### src/design/tstx_pkg.sv
// Shared types and constants for the timestamped TX sample packer.
// No dependencies; tstx_front, tstx_back and the top level import this package.
package tstx_pkg;

  // Buffer size limits and register defaults
  localparam int unsigned MaxBufferSamplesDefault = 65536;
  localparam int unsigned SizeW                   = 17;
  localparam logic [SizeW-1:0] DefaultBufferSamples = 17'd4096;

  // Queue depths
  localparam int unsigned MidDepthDefault = 2;
  localparam int unsigned OutDepthDefault = 4;

  // CS12 high-nibble mask
  localparam logic [7:0] NibbleHigh = 8'hf0;

  // Configuration port
  localparam int unsigned CfgIdxW  = 2;
  localparam int unsigned CfgDataW = 17;
  localparam logic [CfgIdxW-1:0] CfgIdxFormat = 2'd0;
  localparam logic [CfgIdxW-1:0] CfgIdxTsEn   = 2'd1;
  localparam logic [CfgIdxW-1:0] CfgIdxSize   = 2'd2;

  // Result kinds
  localparam logic KindPad    = 1'b0;
  localparam logic KindSample = 1'b1;

  // Sample encodings; code 3 decodes as CS16
  typedef enum logic [1:0] {
    FmtCs16 = 2'd0,
    FmtCs12 = 2'd1,
    FmtCs8  = 2'd2
  } fmt_e;

  // Result sequencer phase
  typedef enum logic [1:0] {
    PhPre,
    PhSample,
    PhTail
  } phase_e;

  typedef struct packed {
    logic [1:0]       sample_format;
    logic             timestamp_enable;
    logic [SizeW-1:0] buffer_samples;
  } cfg_t;

  typedef struct packed {
    logic [31:0] sample_raw;
    logic        has_time;
    logic [63:0] timestamp;
    logic        end_burst;
  } in_word_t;

  typedef struct packed {
    logic               kind;
    logic signed [15:0] sample_i;
    logic signed [15:0] sample_q;
    logic [SizeW-1:0]   pad_count;
    logic [63:0]        buffer_tag;
    logic               closes_buffer;
    logic               last;
  } out_word_t;

  // Classified item handed from front to back
  typedef struct packed {
    logic signed [15:0] sample_i;
    logic signed [15:0] sample_q;
    logic               end_burst;
    logic               gap_small;  // gap fits in SizeW bits
    logic [SizeW-1:0]   gap_lo;     // low bits of the gap, zero if untimed
    logic [63:0]        tick;       // running tick at the sample
  } mid_word_t;

endpackage

### src/design/tstx_fifo.sv
// Small first-word-fall-through queue of flat words.
// Standalone; used for the front/back queue and the result queue.
module tstx_fifo #(
  parameter int unsigned Width = 8,
  parameter int unsigned Depth = 2
) (
  input  logic             clk_i,
  input  logic             rst_ni,
  input  logic             push_i,
  input  logic [Width-1:0] wdata_i,
  output logic             full_o,
  input  logic             pop_i,
  output logic [Width-1:0] rdata_o,
  output logic             empty_o
);

  localparam int unsigned PtrW = (Depth > 1) ? $clog2(Depth) : 1;
  localparam int unsigned CntW = $clog2(Depth + 1);
  localparam logic [PtrW-1:0] LastPtr = PtrW'(Depth - 1);

  logic [Width-1:0] mem_q [Depth];
  logic [PtrW-1:0]  wr_ptr_q, rd_ptr_q;
  logic [CntW-1:0]  count_q;
  logic             do_push, do_pop;

  assign full_o  = (count_q == CntW'(Depth));
  assign empty_o = (count_q == '0);
  assign do_push = push_i && !full_o;
  assign do_pop  = pop_i && !empty_o;
  assign rdata_o = mem_q[rd_ptr_q];

  // Storage
  always_ff @(posedge clk_i) begin
    if (do_push) begin
      mem_q[wr_ptr_q] <= wdata_i;
    end
  end

  // Pointers and fill level
  always_ff @(posedge clk_i or negedge rst_ni) begin
    if (!rst_ni) begin
      wr_ptr_q <= '0;
      rd_ptr_q <= '0;
      count_q  <= '0;
    end else begin
      if (do_push) begin
        wr_ptr_q <= (wr_ptr_q == LastPtr) ? '0 : wr_ptr_q + 1'b1;
      end
      if (do_pop) begin
        rd_ptr_q <= (rd_ptr_q == LastPtr) ? '0 : rd_ptr_q + 1'b1;
      end
      if (do_push && !do_pop) begin
        count_q <= count_q + 1'b1;
      end else if (do_pop && !do_push) begin
        count_q <= count_q - 1'b1;
      end
    end
  end

endmodule

### src/design/tstx_front.sv
// Front end: sample format conversion, running tick tracking and gap compute.
// Depends on tstx_pkg.
module tstx_front (
  input  logic                clk_i,
  input  logic                rst_ni,
  input  tstx_pkg::cfg_t      cfg_i,
  input  logic                accept_i,
  input  tstx_pkg::in_word_t  in_word_i,
  output tstx_pkg::mid_word_t mid_word_o
);
  import tstx_pkg::*;

  logic [63:0] tick_q, tick_d;
  logic [63:0] diff;
  logic [63:0] base_tick;
  logic        timed;
  logic [7:0]  b0, b1, b2;
  logic [15:0] si, sq;

  assign timed = in_word_i.has_time && cfg_i.timestamp_enable;
  assign b0    = in_word_i.sample_raw[7:0];
  assign b1    = in_word_i.sample_raw[15:8];
  assign b2    = in_word_i.sample_raw[23:16];

  // Format conversion to MSB-aligned 16-bit I/Q
  always_comb begin
    case (cfg_i.sample_format)
      FmtCs12: begin
        si = {b1[3:0], b0, 4'b0000};
        sq = {b2, b1 & NibbleHigh};
      end
      FmtCs8: begin
        si = {b0, 8'h00};
        sq = {b1, 8'h00};
      end
      default: begin
        si = in_word_i.sample_raw[15:0];
        sq = in_word_i.sample_raw[31:16];
      end
    endcase
  end

  // Tick at the sample: a timed item jumps the tick to its timestamp
  assign diff      = in_word_i.timestamp - tick_q;
  assign base_tick = timed ? in_word_i.timestamp : tick_q;
  assign tick_d    = base_tick + 64'd1;

  always_ff @(posedge clk_i or negedge rst_ni) begin
    if (!rst_ni) begin
      tick_q <= '0;
    end else if (accept_i) begin
      tick_q <= tick_d;
    end
  end

  // Classified word; an untimed item has a zero gap
  always_comb begin
    mid_word_o.sample_i  = $signed(si);
    mid_word_o.sample_q  = $signed(sq);
    mid_word_o.end_burst = in_word_i.end_burst;
    mid_word_o.gap_small = !timed || (diff[63:SizeW] == '0);
    mid_word_o.gap_lo    = timed ? diff[SizeW-1:0] : '0;
    mid_word_o.tick      = base_tick;
  end

endmodule

### src/design/tstx_back.sv
// Back end: buffer fill state and result sequencer, one result word per cycle
// while an item waits and the result queue has room. Depends on tstx_pkg.
module tstx_back #(
  parameter int unsigned MaxBufferSamples = tstx_pkg::MaxBufferSamplesDefault
) (
  input  logic                clk_i,
  input  logic                rst_ni,
  input  tstx_pkg::cfg_t      cfg_i,
  input  logic                mid_empty_i,
  input  tstx_pkg::mid_word_t mid_word_i,
  output logic                mid_pop_o,
  input  logic                out_full_i,
  output logic                out_push_o,
  output tstx_pkg::out_word_t out_word_o
);
  import tstx_pkg::*;

  phase_e           phase_q, phase_d;
  logic             open_q, open_d;
  logic [SizeW-1:0] fill_q, fill_d;
  logic [63:0]      tag_q, tag_d;
  logic             commit;
  logic             go;

  logic [SizeW-1:0] size, room, pfill, fill1, fill2, fill3;
  logic             pfull, pre_present, open1, sclose, tail_present;
  logic [63:0]      tag2;
  out_word_t        pre_res, smp_res, tail_res;

  assign go = !mid_empty_i && !out_full_i;

  // Effective buffer size
  always_comb begin
    if (cfg_i.buffer_samples == '0) begin
      size = SizeW'(1);
    end else if (32'(cfg_i.buffer_samples) > MaxBufferSamples) begin
      size = SizeW'(MaxBufferSamples);
    end else begin
      size = cfg_i.buffer_samples;
    end
  end

  // Gap padding, limited to the room left
  assign room        = (fill_q >= size) ? '0 : size - fill_q;
  assign pfull       = !(mid_word_i.gap_small && (mid_word_i.gap_lo < room));
  assign pfill       = pfull ? room : mid_word_i.gap_lo;
  assign pre_present = open_q && ((pfill != '0) || pfull);

  // Buffer after padding; a closed buffer reopens at the sample tick
  assign open1 = open_q && !pfull;
  assign fill1 = fill_q + mid_word_i.gap_lo;
  assign fill2 = open1 ? fill1 : '0;
  assign tag2  = open1 ? tag_q : mid_word_i.tick;

  // Sample placement and end of burst
  assign fill3        = fill2 + 1'b1;
  assign sclose       = (fill3 >= size);
  assign tail_present = !sclose && mid_word_i.end_burst;

  // Candidate results
  always_comb begin
    pre_res.kind          = KindPad;
    pre_res.sample_i      = '0;
    pre_res.sample_q      = '0;
    pre_res.pad_count     = pfill;
    pre_res.buffer_tag    = tag_q;
    pre_res.closes_buffer = pfull;
    pre_res.last          = 1'b0;

    smp_res.kind          = KindSample;
    smp_res.sample_i      = mid_word_i.sample_i;
    smp_res.sample_q      = mid_word_i.sample_q;
    smp_res.pad_count     = '0;
    smp_res.buffer_tag    = tag2;
    smp_res.closes_buffer = sclose;
    smp_res.last          = !tail_present;

    tail_res.kind          = KindPad;
    tail_res.sample_i      = '0;
    tail_res.sample_q      = '0;
    tail_res.pad_count     = size - fill3;
    tail_res.buffer_tag    = tag2;
    tail_res.closes_buffer = 1'b1;
    tail_res.last          = 1'b1;
  end

  // Sequencer next state
  always_comb begin
    phase_d = phase_q;
    unique case (phase_q)
      PhPre: begin
        if (go) begin
          if (pre_present) begin
            phase_d = PhSample;
          end else if (tail_present) begin
            phase_d = PhTail;
          end
        end
      end
      PhSample: begin
        if (go) begin
          phase_d = tail_present ? PhTail : PhPre;
        end
      end
      PhTail: begin
        if (go) begin
          phase_d = PhPre;
        end
      end
      default: phase_d = PhPre;
    endcase
  end

  // Sequencer outputs
  always_comb begin
    out_word_o = smp_res;
    commit     = 1'b0;
    unique case (phase_q)
      PhPre: begin
        if (pre_present) begin
          out_word_o = pre_res;
        end else begin
          commit = !tail_present;
        end
      end
      PhSample: begin
        commit = !tail_present;
      end
      PhTail: begin
        out_word_o = tail_res;
        commit     = 1'b1;
      end
      default: commit = 1'b0;
    endcase
  end

  assign out_push_o = go;
  assign mid_pop_o  = go && commit;

  // Buffer state after the item
  assign open_d = !(sclose || mid_word_i.end_burst);
  assign fill_d = fill3;
  assign tag_d  = tag2;

  always_ff @(posedge clk_i or negedge rst_ni) begin
    if (!rst_ni) begin
      phase_q <= PhPre;
      open_q  <= 1'b0;
      fill_q  <= '0;
      tag_q   <= '0;
    end else begin
      phase_q <= phase_d;
      if (mid_pop_o) begin
        open_q <= open_d;
        fill_q <= fill_d;
        tag_q  <= tag_d;
      end
    end
  end

endmodule

### src/design/timestamped_tx_sample_packer_top.sv
// Top level of the timestamped TX sample packer: config registers and queues.
// Depends on tstx_pkg, tstx_fifo, tstx_front and tstx_back.
//
//   channel   handshake          payload            direction
//   input     push / full        in_word_i          in
//   result    empty / pop        out_word_o         out
//   config    cfg_we_i           cfg_idx_i, data    in
//
// An item is accepted every cycle while full is low. The result sequencer
// drains one result word per cycle while the result queue has room and an
// item is waiting. An item makes one result, two with a gap, close or tail
// pad, three with a pad both before and after the sample.
// An item is registered in the front/back queue and its results in the result queue.
// Reset clears the running tick, buffer state and both queues, and sets the config registers to their defaults.
// The front/back queue lets inputs continue while the result side stalls.
module timestamped_tx_sample_packer_top #(
  parameter int unsigned MaxBufferSamples = tstx_pkg::MaxBufferSamplesDefault,
  parameter int unsigned MidDepth         = tstx_pkg::MidDepthDefault,
  parameter int unsigned OutDepth         = tstx_pkg::OutDepthDefault
) (
  input  logic                            clk_i,
  input  logic                            rst_ni,
  input  logic                            cfg_we_i,
  input  logic [tstx_pkg::CfgIdxW-1:0]    cfg_idx_i,
  input  logic [tstx_pkg::CfgDataW-1:0]   cfg_data_i,
  input  logic                            push,
  output logic                            full,
  input  tstx_pkg::in_word_t              in_word_i,
  output logic                            empty,
  input  logic                            pop,
  output tstx_pkg::out_word_t             out_word_o
);
  import tstx_pkg::*;

  cfg_t      cfg_q;
  mid_word_t front_word, mid_head;
  out_word_t back_word;
  logic      accept;
  logic      mid_empty, mid_pop;
  logic      out_full, out_push;
  logic [$bits(mid_word_t)-1:0] mid_rdata;
  logic [$bits(out_word_t)-1:0] out_rdata;

  // Configuration registers
  always_ff @(posedge clk_i or negedge rst_ni) begin
    if (!rst_ni) begin
      cfg_q.sample_format    <= FmtCs16;
      cfg_q.timestamp_enable <= 1'b0;
      cfg_q.buffer_samples   <= DefaultBufferSamples;
    end else if (cfg_we_i) begin
      unique case (cfg_idx_i)
        CfgIdxFormat: cfg_q.sample_format    <= cfg_data_i[1:0];
        CfgIdxTsEn:   cfg_q.timestamp_enable <= cfg_data_i[0];
        CfgIdxSize:   cfg_q.buffer_samples   <= cfg_data_i[SizeW-1:0];
        default:      cfg_q                  <= cfg_q;
      endcase
    end
  end

  assign accept = push && !full;

  tstx_front u_front (
    .clk_i      (clk_i),
    .rst_ni     (rst_ni),
    .cfg_i      (cfg_q),
    .accept_i   (accept),
    .in_word_i  (in_word_i),
    .mid_word_o (front_word)
  );

  // Front to back queue
  tstx_fifo #(
    .Width ($bits(mid_word_t)),
    .Depth (MidDepth)
  ) u_mid_fifo (
    .clk_i   (clk_i),
    .rst_ni  (rst_ni),
    .push_i  (push),
    .wdata_i (front_word),
    .full_o  (full),
    .pop_i   (mid_pop),
    .rdata_o (mid_rdata),
    .empty_o (mid_empty)
  );

  assign mid_head = mid_word_t'(mid_rdata);

  tstx_back #(
    .MaxBufferSamples (MaxBufferSamples)
  ) u_back (
    .clk_i       (clk_i),
    .rst_ni      (rst_ni),
    .cfg_i       (cfg_q),
    .mid_empty_i (mid_empty),
    .mid_word_i  (mid_head),
    .mid_pop_o   (mid_pop),
    .out_full_i  (out_full),
    .out_push_o  (out_push),
    .out_word_o  (back_word)
  );

  // Result queue
  tstx_fifo #(
    .Width ($bits(out_word_t)),
    .Depth (OutDepth)
  ) u_out_fifo (
    .clk_i   (clk_i),
    .rst_ni  (rst_ni),
    .push_i  (out_push),
    .wdata_i (back_word),
    .full_o  (out_full),
    .pop_i   (pop),
    .rdata_o (out_rdata),
    .empty_o (empty)
  );

  assign out_word_o = out_word_t'(out_rdata);

endmodule
### config.mk
export PLATFORM = sky130hd
export DESIGN_NAME = timestamped_tx_sample_packer_top
export DESIGN_NICKNAME = d
export VERILOG_FILES = /design/src/design/tstx_pkg.sv /design/src/design/tstx_fifo.sv /design/src/design/tstx_front.sv /design/src/design/tstx_back.sv /design/src/design/timestamped_tx_sample_packer_top.sv
export SDC_FILE = /design/constraint.sdc
export NUM_CORES = 1
export LEC_CHECK = 0
export ABC_AREA = 1
export BUFFER_PORTS_ARGS = -buffer_cell sky130_fd_sc_hd__buf_2
export CORE_AREA = 3 3 306 308
export DETAILED_ROUTE_END_ITERATION = 7
export DIE_AREA = 0 0 309 311
export GPL_TIMING_DRIVEN = 0
export PLACE_DENSITY_LB_ADDON = 0.3
export SYNTH_ARGS = -nofsm -noshare
export SYNTH_HDL_FRONTEND = slang
export SYNTH_HIERARCHICAL = 1
export SYNTH_SLANG_ARGS = --single-unit
### constraint.sdc
create_clock -name clk_i -period 11.28 [get_ports clk_i]
set_input_delay 1.128 -clock clk_i [delete_from_list [all_inputs] [get_ports clk_i]]
set_output_delay 1.128 -clock clk_i [all_outputs]
set_load 0.02 [all_outputs]
==> results of run 1 <==
[worst paths after layout]
check | slack (ns) | end | cells after the start
min | 0.48 | cfg_q[12]$_DFFE_PN1P_ | 2
max | 0.71 | u_mid_fifo/count_q[1]$_DFFE_PN0P_ | 55
max reg2reg | 0.71 | u_mid_fifo/count_q[1]$_DFFE_PN0P_ | 55
min reg2reg | 0.48 | cfg_q[12]$_DFFE_PN1P_ | 2
min in group asynchronous | 0.49 | cfg_q[14]$_DFFE_PN0P_ | 1
max in group asynchronous | 9.80 | u_back/tag_q[49]$_DFFE_PN0P_ | 2
[state kept, by name, summed over array words and instances (netlist names)]
register and count:
u_back/phase_q 2, u_out_fifo/rd_ptr_q 2, u_front/tick_q 64, u_mid_fifo/wr_ptr_q 1, u_mid_fifo/rd_ptr_q 1, u_back/open_q 1
u_out_fifo/count_q 3, u_mid_fifo/mem_q 230, u_back/tag_q 64, u_out_fifo/mem_q 464, u_out_fifo/wr_ptr_q 2, u_back/fill_q 17
u_mid_fifo/count_q 2, cfg_q 20
[cell type report]
type / instances / area (µm²)
antenna: 1 / 2.50
buffer: 223 / 1580
clock buffer: 115 / 2500
clock inverter: 55 / 569
fill: 7769 / 35100
inverter: 974 / 3670
multi-input combinational: 3949 / 19400
sequential: 873 / 25300
tap: 1186 / 1480
timing repair buffer: 262 / 1730
[critical path, delay by kind of cell, from the launching register on]
family / cells / cell delay (ns)
buffers and inverters: 11 / 2.42
and+or+nand+nor: 28 / 3.91
AOI/OAI and AO/OA: 10 / 1.89
DFF: 1 / 0.46
adders and majority gates: 5 / 1.50
xor gates and xnor gates: 1 / 0.28
[routing by layer]
layer / vias to the layer above / wire length [µm]
met3: 340 / 12800
met1: 19600 / 61100
met2: 2098 / 68000
li1: 20200 / -
met4: 2 / 6660
met5: - / 13
[power by group through the flow]
stage          logic [mW]  registers, mW  clock network (mW)
6_report             10.4           5.79                3.05
5_1_grt              11.4           5.89                3.22
4_1_cts              10.2           5.78                3.09
3_5_place_dp         10.2           5.83                   0
3_3_place_gp         9.73           6.06                   0
2_1_floorplan        6.72           5.86                   0
[cell families (layout without fill, tap and decap cells)]
family / after synthesis / in the layout
AND/OR/NAND/NOR: 2893 / 2893
buffers and inverters: 1198 / 1629
flip-flops: 873 / 873
AO/OA/AOI/OAI: 824 / 824
adder cells (fa/ha/maj): 143 / 143
XOR/XNOR: 89 / 89
other: 0 / 1
[placed cells by master (no fill, tap or decap), drive strengths merged, types with 15 or more instances in the layout]
cell type	synthesis	final
o211ai	240	240
o221ai	15	15
nand2	2084	2084
a21oi	173	173
o21bai	15	15
clkbuf	61	175
nor3	44	44
nand3	244	244
o22ai	16	16
ha	138	138
o21ai	349	349
inv	971	974
clkinv	3	42
buf	163	424
nand4	67	67
xnor2	20	20
edfxtp	694	694
xor2	69	69
dfrtp	178	178
nor2	411	411
[per-stage QoR]
stage | worst slack, ns | hold WS [ns] | utilization, % | std cells
finish | 0.706 | 0.479 | 61.6 | 7638
global route | 0.0458 | 0.516 | 61.6 | 7637
CTS | 0.297 | 0.471 | 61.6 | 7638
detailed placement | 0.0286 | 0.463 | 58.2 | 7468
global placement | 0.203 | 0.457 | 57.6 | 7444
floorplan | 3.01 | 0.442 | - | 6020
==> out/metrics.cfg, run 1 <==
[status]
outcome = completed

[cts]
cts.repair.resized = 1
cts_sinks = 873
path_clk_slew_ns = 0.06
postCtsSetupBuffers = 0
clockBufferDepth = 3
clk-insertion-delay-late_ns = 0.65
cts_root_buf = clkbuf_16
cts_tree = built
htree_levels = 3
cts_buffers = 91
hold_buffers = 0

[setup_path]
critPathLaunch = cfg_q[3]$_DFFE_PN0P_
arrival_ns = 11.11
cp_slowest_cell = clkdlybuf4s15_1
slowest_delay_ns = 0.64
crit_top_cell = nor2_1
critPathKind = reg2reg
r2r-start = cfg_q[3]$_DFFE_PN0P_
critPathLaunchType = register
crit_path_end_kind = register
crit_fanout = 13
required_ns = 11.82

[flow_run]
drv_cap = 0

[global_routing]
grt_pass1_vias = 39400
grtUsageMet2_pct = 48.3
gr-total-overflow = 0
antenna_found_initial = 2
grt_max_degree = 93
met3_usage_pct = 3.78
use_met1_pct = 42.2
grt_pass1_wl_um = 225000
grt_usage_pct = 30.4
busiest_layer = met2

[timing]
fin_crit_sh_pct = 93.7
finalMaxSlewViolations = 0
rsz0062_at_grt = no
tns_ns = 0
max_freq_mhz = 94.6
hold_viol_final = 0
tightest_slew_ns = 0.986
max-slew-margin-rel_pct = 33.6
setup_viol = 0
fin_skew_ns = 0.0174
fin_crit_ns = 10.57

[floorplan]
dieArea_um2 = 96100
rows = 111
core_area_um2 = 91400
die_h_um = 311
io_pins = 240
start_util_pct = 54.6
die_x_um = 309

[synthesis]
syn-instance-count = 6020
synth-adder-area-share_pct = 3.66
synth_warnings = 6
synth_top_family_by_area = simple AND/OR/NAND/NOR gates
avgSynthCellArea_um2 = 8.29
yosysMostFrequentCell = nand2_1
synth-edff-count = 694
synth.area.top_cells = edfxtp_1 42%, nand2_1 16%, dfrtp_1 8.9%, inv_1 7.1%, o211ai_1 3.6%
ys_types = 56
yosysTopAreaCell = edfxtp_1
ys_async_sr_fraction_pct = 20.5
synth-seq-area-share_pct = 50.7
synthXorXnorAreaFrac_pct = 1.56
yosys.area.top_type_share_pct = 41.7
synthMuxAreaShare_pct = 0
synthSimpleGateAreaFrac_pct = 23.7
ys.flop_type = edfxtp_1
synth_seq_cells = 873
synth.net_count = 6285
synth_compound_area_share_pct = 9.88
synthTopCellsByCount = 2064 x nand2_1, 947 x inv_1, 694 x edfxtp_1
synth_area_um2 = 49900

[drt]
dr.first_iter.drc_count = 5177
drc = 0
num_vias = 42300
wl_um = 149000
drt_pre_antenna_iters = 6
ant_nets = 0
wl_per_cell_um = 19.5
via_per_inst = 5.53

[power_and_ir_drop]
seqPwrFrac_pct = 30.1
total_power_mw = 19.2
clkPwrFrac_pct = 15.8
internal-power_mw = 10.2
comb_power_share_pct = 54.1
cellLeakagePower_nw = 26.2
switching_power_mw = 9.05
p_sw_share_pct = 47.0
p_per_area_nw_per_um2 = 342
peakVddDrop_uv = 186

[placed_design]
post_dp_cell_area_um2 = 53200
hpwl_um = 114000
routabilityCongestion = 0.991
portBuffers = 238

[final_layout]
final_area_um2 = 56300
fin_nets = 6639
synthToLayoutAreaGrowth_pct = 12.7
drive_above_1_share_pct = 10.6

[min_path]
hold_start = cfg_q[12]$_DFFE_PN1P_
min_path_type = reg2reg

Power figures use the tool's default switching activity.
==> inputs of run 2 (changes only) <==
--- a/config.mk
+++ b/config.mk
@@ -7,12 +7,11 @@
 export LEC_CHECK = 0
 export ABC_AREA = 1
 export BUFFER_PORTS_ARGS = -buffer_cell sky130_fd_sc_hd__buf_2
-export CORE_AREA = 3 3 306 308
+export CORE_AREA = 3 3 289 291
 export DETAILED_ROUTE_END_ITERATION = 7
-export DIE_AREA = 0 0 309 311
+export DIE_AREA = 0 0 292 294
 export GPL_TIMING_DRIVEN = 0
 export PLACE_DENSITY_LB_ADDON = 0.3
 export SYNTH_ARGS = -nofsm -noshare
 export SYNTH_HDL_FRONTEND = slang
-export SYNTH_HIERARCHICAL = 1
 export SYNTH_SLANG_ARGS = --single-unit
==> out/metrics.cfg, run 2 <==
[status]
outcome = completed  ; unchanged

[min_path]
min_path_type = in2async  ; was reg2reg

[setup_path]
cp_slowest_cell = a2111oi_2  ; was clkdlybuf4s15_1
critPathLaunch = cfg_q[3]$_DFFE_PN0P_  ; unchanged
crit_top_cell = inv_1  ; was nor2_1
slowest_delay_ns = 0.56  ; was 0.64 ns
crit_fanout = 10  ; was 13
r2r_cells = 52  ; was 55
critPathKind = reg2reg  ; unchanged
crit_path_end_kind = register  ; unchanged
required_ns = 11.81  ; was 11.82 ns
r2r-start = cfg_q[3]$_DFFE_PN0P_  ; unchanged
arrival_ns = 10.61  ; was 11.11 ns
critPathLaunchType = register  ; unchanged

[timing]
tightest_slew_ns = 1.06  ; was 0.986 ns
fin_skew_ns = 0.0281  ; was 0.0174 ns
fin_crit_sh_pct = 89.4  ; was 93.7%
whs_ns = 0.424  ; was 0.479 ns
tns_ns = 0  ; unchanged
max_freq_mhz = 99.2  ; was 94.6 MHz
max-slew-margin-rel_pct = 28.8  ; was 33.6%
finalMaxSlewViolations = 0  ; unchanged
setup_viol = 0  ; unchanged
final.setup.worst_slack_ns = 1.20  ; was 0.706 ns
hold_viol_final = 0  ; unchanged
rsz0062_at_grt = no  ; unchanged
fin_crit_ns = 10.08  ; was 10.57 ns

[global_routing]
grtUsageMet2_pct = 47.3  ; was 48.3%
busiest_layer = met2  ; unchanged
grt_usage_pct = 29.2  ; was 30.4%
met3_usage_pct = 3.63  ; was 3.78%
grt_pass1_wl_um = 194000  ; was 225000 µm
grt_max_degree = 102  ; was 93
gr-total-overflow = 0  ; unchanged
grt_pass1_vias = 34200  ; was 39400
use_met1_pct = 39.9  ; was 42.2%
antenna_found_initial = 4  ; was 2

[synthesis]
synthSimpleGateAreaFrac_pct = 17.2  ; was 23.7%
synthXorXnorAreaFrac_pct = 2.43  ; was 1.56%
yosysTopAreaCell = edfxtp_1  ; unchanged
synthMuxAreaShare_pct = 0.0987  ; was 0%
synth-seq-area-share_pct = 57.1  ; was 50.7%
syn-instance-count = 4754  ; was 6020
avgSynthCellArea_um2 = 9.34  ; was 8.29 µm²
synthTopCellsByCount = 985 x nand2_1, 694 x edfxtp_1, 542 x o21ai_0  ; was 2064 x nand2_1, 947 x inv_1, 694 x edfxtp_1
synth_compound_area_share_pct = 12.9  ; was 9.88%
yosys.area.top_type_share_pct = 47.0  ; was 41.7%
synth_warnings = 0  ; was 6
synth-edff-count = 694  ; unchanged
synth_seq_cells = 873  ; unchanged
ys_async_sr_fraction_pct = 20.5  ; unchanged
synth.area.top_cells = edfxtp_1 47%, dfrtp_1 10%, nand2_1 8.3%, o21ai_0 6.1%, nor2_1 4.6%  ; was edfxtp_1 42%, nand2_1 16%, dfrtp_1 8.9%, inv_1 7.1%, o211ai_1 3.6%
synth_top_family_by_area = simple AND/OR/NAND/NOR gates  ; unchanged
synth-adder-area-share_pct = 4.06  ; was 3.66%
synth_area_um2 = 44400  ; was 49900 µm²
synth.net_count = 5017  ; was 6285
yosysMostFrequentCell = nand2_1  ; unchanged
ys.flop_type = edfxtp_1  ; unchanged
ys_types = 62  ; was 56

[final_layout]
fin_nets = 5369  ; was 6639
layout_common_cells = 985 x nand2_1, 694 x edfxtp_1, 542 x o21ai_0, 534 x nor2_1, 501 x inv_1  ; was 2064 x nand2_1, 946 x inv_1, 694 x edfxtp_1, 375 x nor2_1, 289 x buf_2
largest_reg_flops = 464  ; unchanged
fillers = 6543  ; was 7769
seq_area_um2 = 25300  ; unchanged
drive_above_1_share_pct = 9.88  ; was 10.6%
final_area_um2 = 50500  ; was 56300 µm²
reg_top3 = u_out_fifo.mem_q x464, u_mid_fifo.mem_q x230  ; was u_out_fifo/mem_q x464, u_mid_fifo/mem_q x230
top_register = u_out_fifo.mem_q  ; was u_out_fifo/mem_q
layout_commonest_cell = nand2_1  ; unchanged
multi_input_area_um2 = 16300  ; was 19400 µm²
synthToLayoutAreaGrowth_pct = 13.7  ; was 12.7%

[flow_run]
drv_cap = 0  ; unchanged

[cts]
clk-insertion-delay-late_ns = 0.67  ; was 0.65 ns
cts_tree = built  ; unchanged
path_clk_slew_ns = 0.06  ; about the same
cts.repair.resized = 0  ; was 1
hold_buffers = 0  ; unchanged
clockBufferDepth = 3  ; unchanged
cts_buffers = 86  ; was 91
cts_sinks = 873  ; unchanged
htree_levels = 3  ; unchanged
postCtsSetupBuffers = 0  ; unchanged
cts_root_buf = clkbuf_16  ; unchanged

[floorplan]
dieArea_um2 = 85800  ; was 96100 µm²
die_h_um = 294  ; was 311 µm
die_x_um = 292  ; was 309 µm
start_util_pct = 54.9  ; was 54.6%
io_pins = 240  ; unchanged
rows = 104  ; was 111
core_area_um2 = 80800  ; was 91400 µm²

[placed_design]
hpwl_um = 94600  ; was 114000 µm
portBuffers = 239  ; was 238
dp_slack_ns = 1.46  ; was 0.0286 ns
routabilityCongestion = 0.970  ; was 0.991
post_dp_cell_area_um2 = 47500  ; was 53200 µm²

[drt]
num_vias = 35900  ; was 42300
wl_um = 127000  ; was 149000 µm
via_per_inst = 5.76  ; was 5.53
drc = 0  ; unchanged
ant_nets = 0  ; unchanged
dr.first_iter.drc_count = 3763  ; was 5177
wl_per_cell_um = 20.4  ; was 19.5 µm
drt_pre_antenna_iters = 7  ; was 6

[run 2: cell count changes after synthesis, sizes merged, moves of 35 or more]
cell	delta
nand2	-1084
inv	-469
o211ai	-231
o21ai	+200
nor2	+133
buf	-124
o22ai	+115
clkbuf	+108
nand3	-64
a31oi	+49
or2	+39
nand4	-35
[run 2: worst max-delay path, delay by kind of cell (launching register included)]
family | cells | cell delay [ns]
AO/OA/AOI/OAI | 12 | 2.66
flip-flops | 1 | 0.43
XOR/XNOR | 2 | 0.55
adder cells (fa/ha/maj) | 6 | 1.78
AND/OR/NAND/NOR | 22 | 3.44
buffers and inverters | 10 | 1.10
[run 2: through the flow]
| stage | util (%) | instances |
|---|---|---|
| after floorplan | - | 4754 |
| final | 62.5 | 6242 |
| after detailed placement | 58.8 | 6078 |
| after CTS | 62.4 | 6240 |
| after global routing | 62.5 | 6242 |
| after global placement | 58.0 | 6053 |
[run 2: worst paths after layout]
check | to | slack, ns
worst max register to register | u_mid_fifo.count_q[1]$_DFFE_PN0P_ | 1.20
min in group clk_i | u_front.tick_q[57]$_DFFE_PN0P_ | 0.49
max in group asynchronous | u_back.tag_q[51]$_DFFE_PN0P_ | 9.87
worst min-delay path | cfg_q[7]$_DFFE_PN0P_ | 0.42
worst min register to register | u_front.tick_q[57]$_DFFE_PN0P_ | 0.49
worst max-delay path | u_mid_fifo.count_q[1]$_DFFE_PN0P_ | 1.20
[run 2: cell type report]
cell class	count	area share, %
diodes	2	0.00992
plain buffers	208	1.72
clock buffers	109	4.58
clock inverters	53	1.28
inverters	504	3.75
multi-input cells	3169	32.4
flip-flops and latches	873	50.2
well taps	1060	2.63
repair buffers	264	3.47
[run 2: routing by layer]
| layer | wire length, µm | part of all wire, % |
|---|---|---|
| met5 | 0 | 0 |
| met1 | 52300 | 41 |
| met2 | 59300 | 47 |
| met3 | 10200 | 8.0 |
| met4 | 5570 | 4.4 |
[run 2: cell families (layout without fill, tap and decap cells)]
family | Yosys count | in the layout
AOI/OAI and AO/OA | 1035 | 1035
and+or+nand+nor | 1866 | 1866
buffers and inverters | 712 | 1138
muxes | 4 | 4
adders and majority gates | 141 | 141
DFF | 873 | 873
other | 0 | 2
xor gates and xnor gates | 123 | 123
Power of run 2 is left out: the tool's default activity adds up to more than one toggle a clock period on the data nets, which glitch-free logic cannot reach.
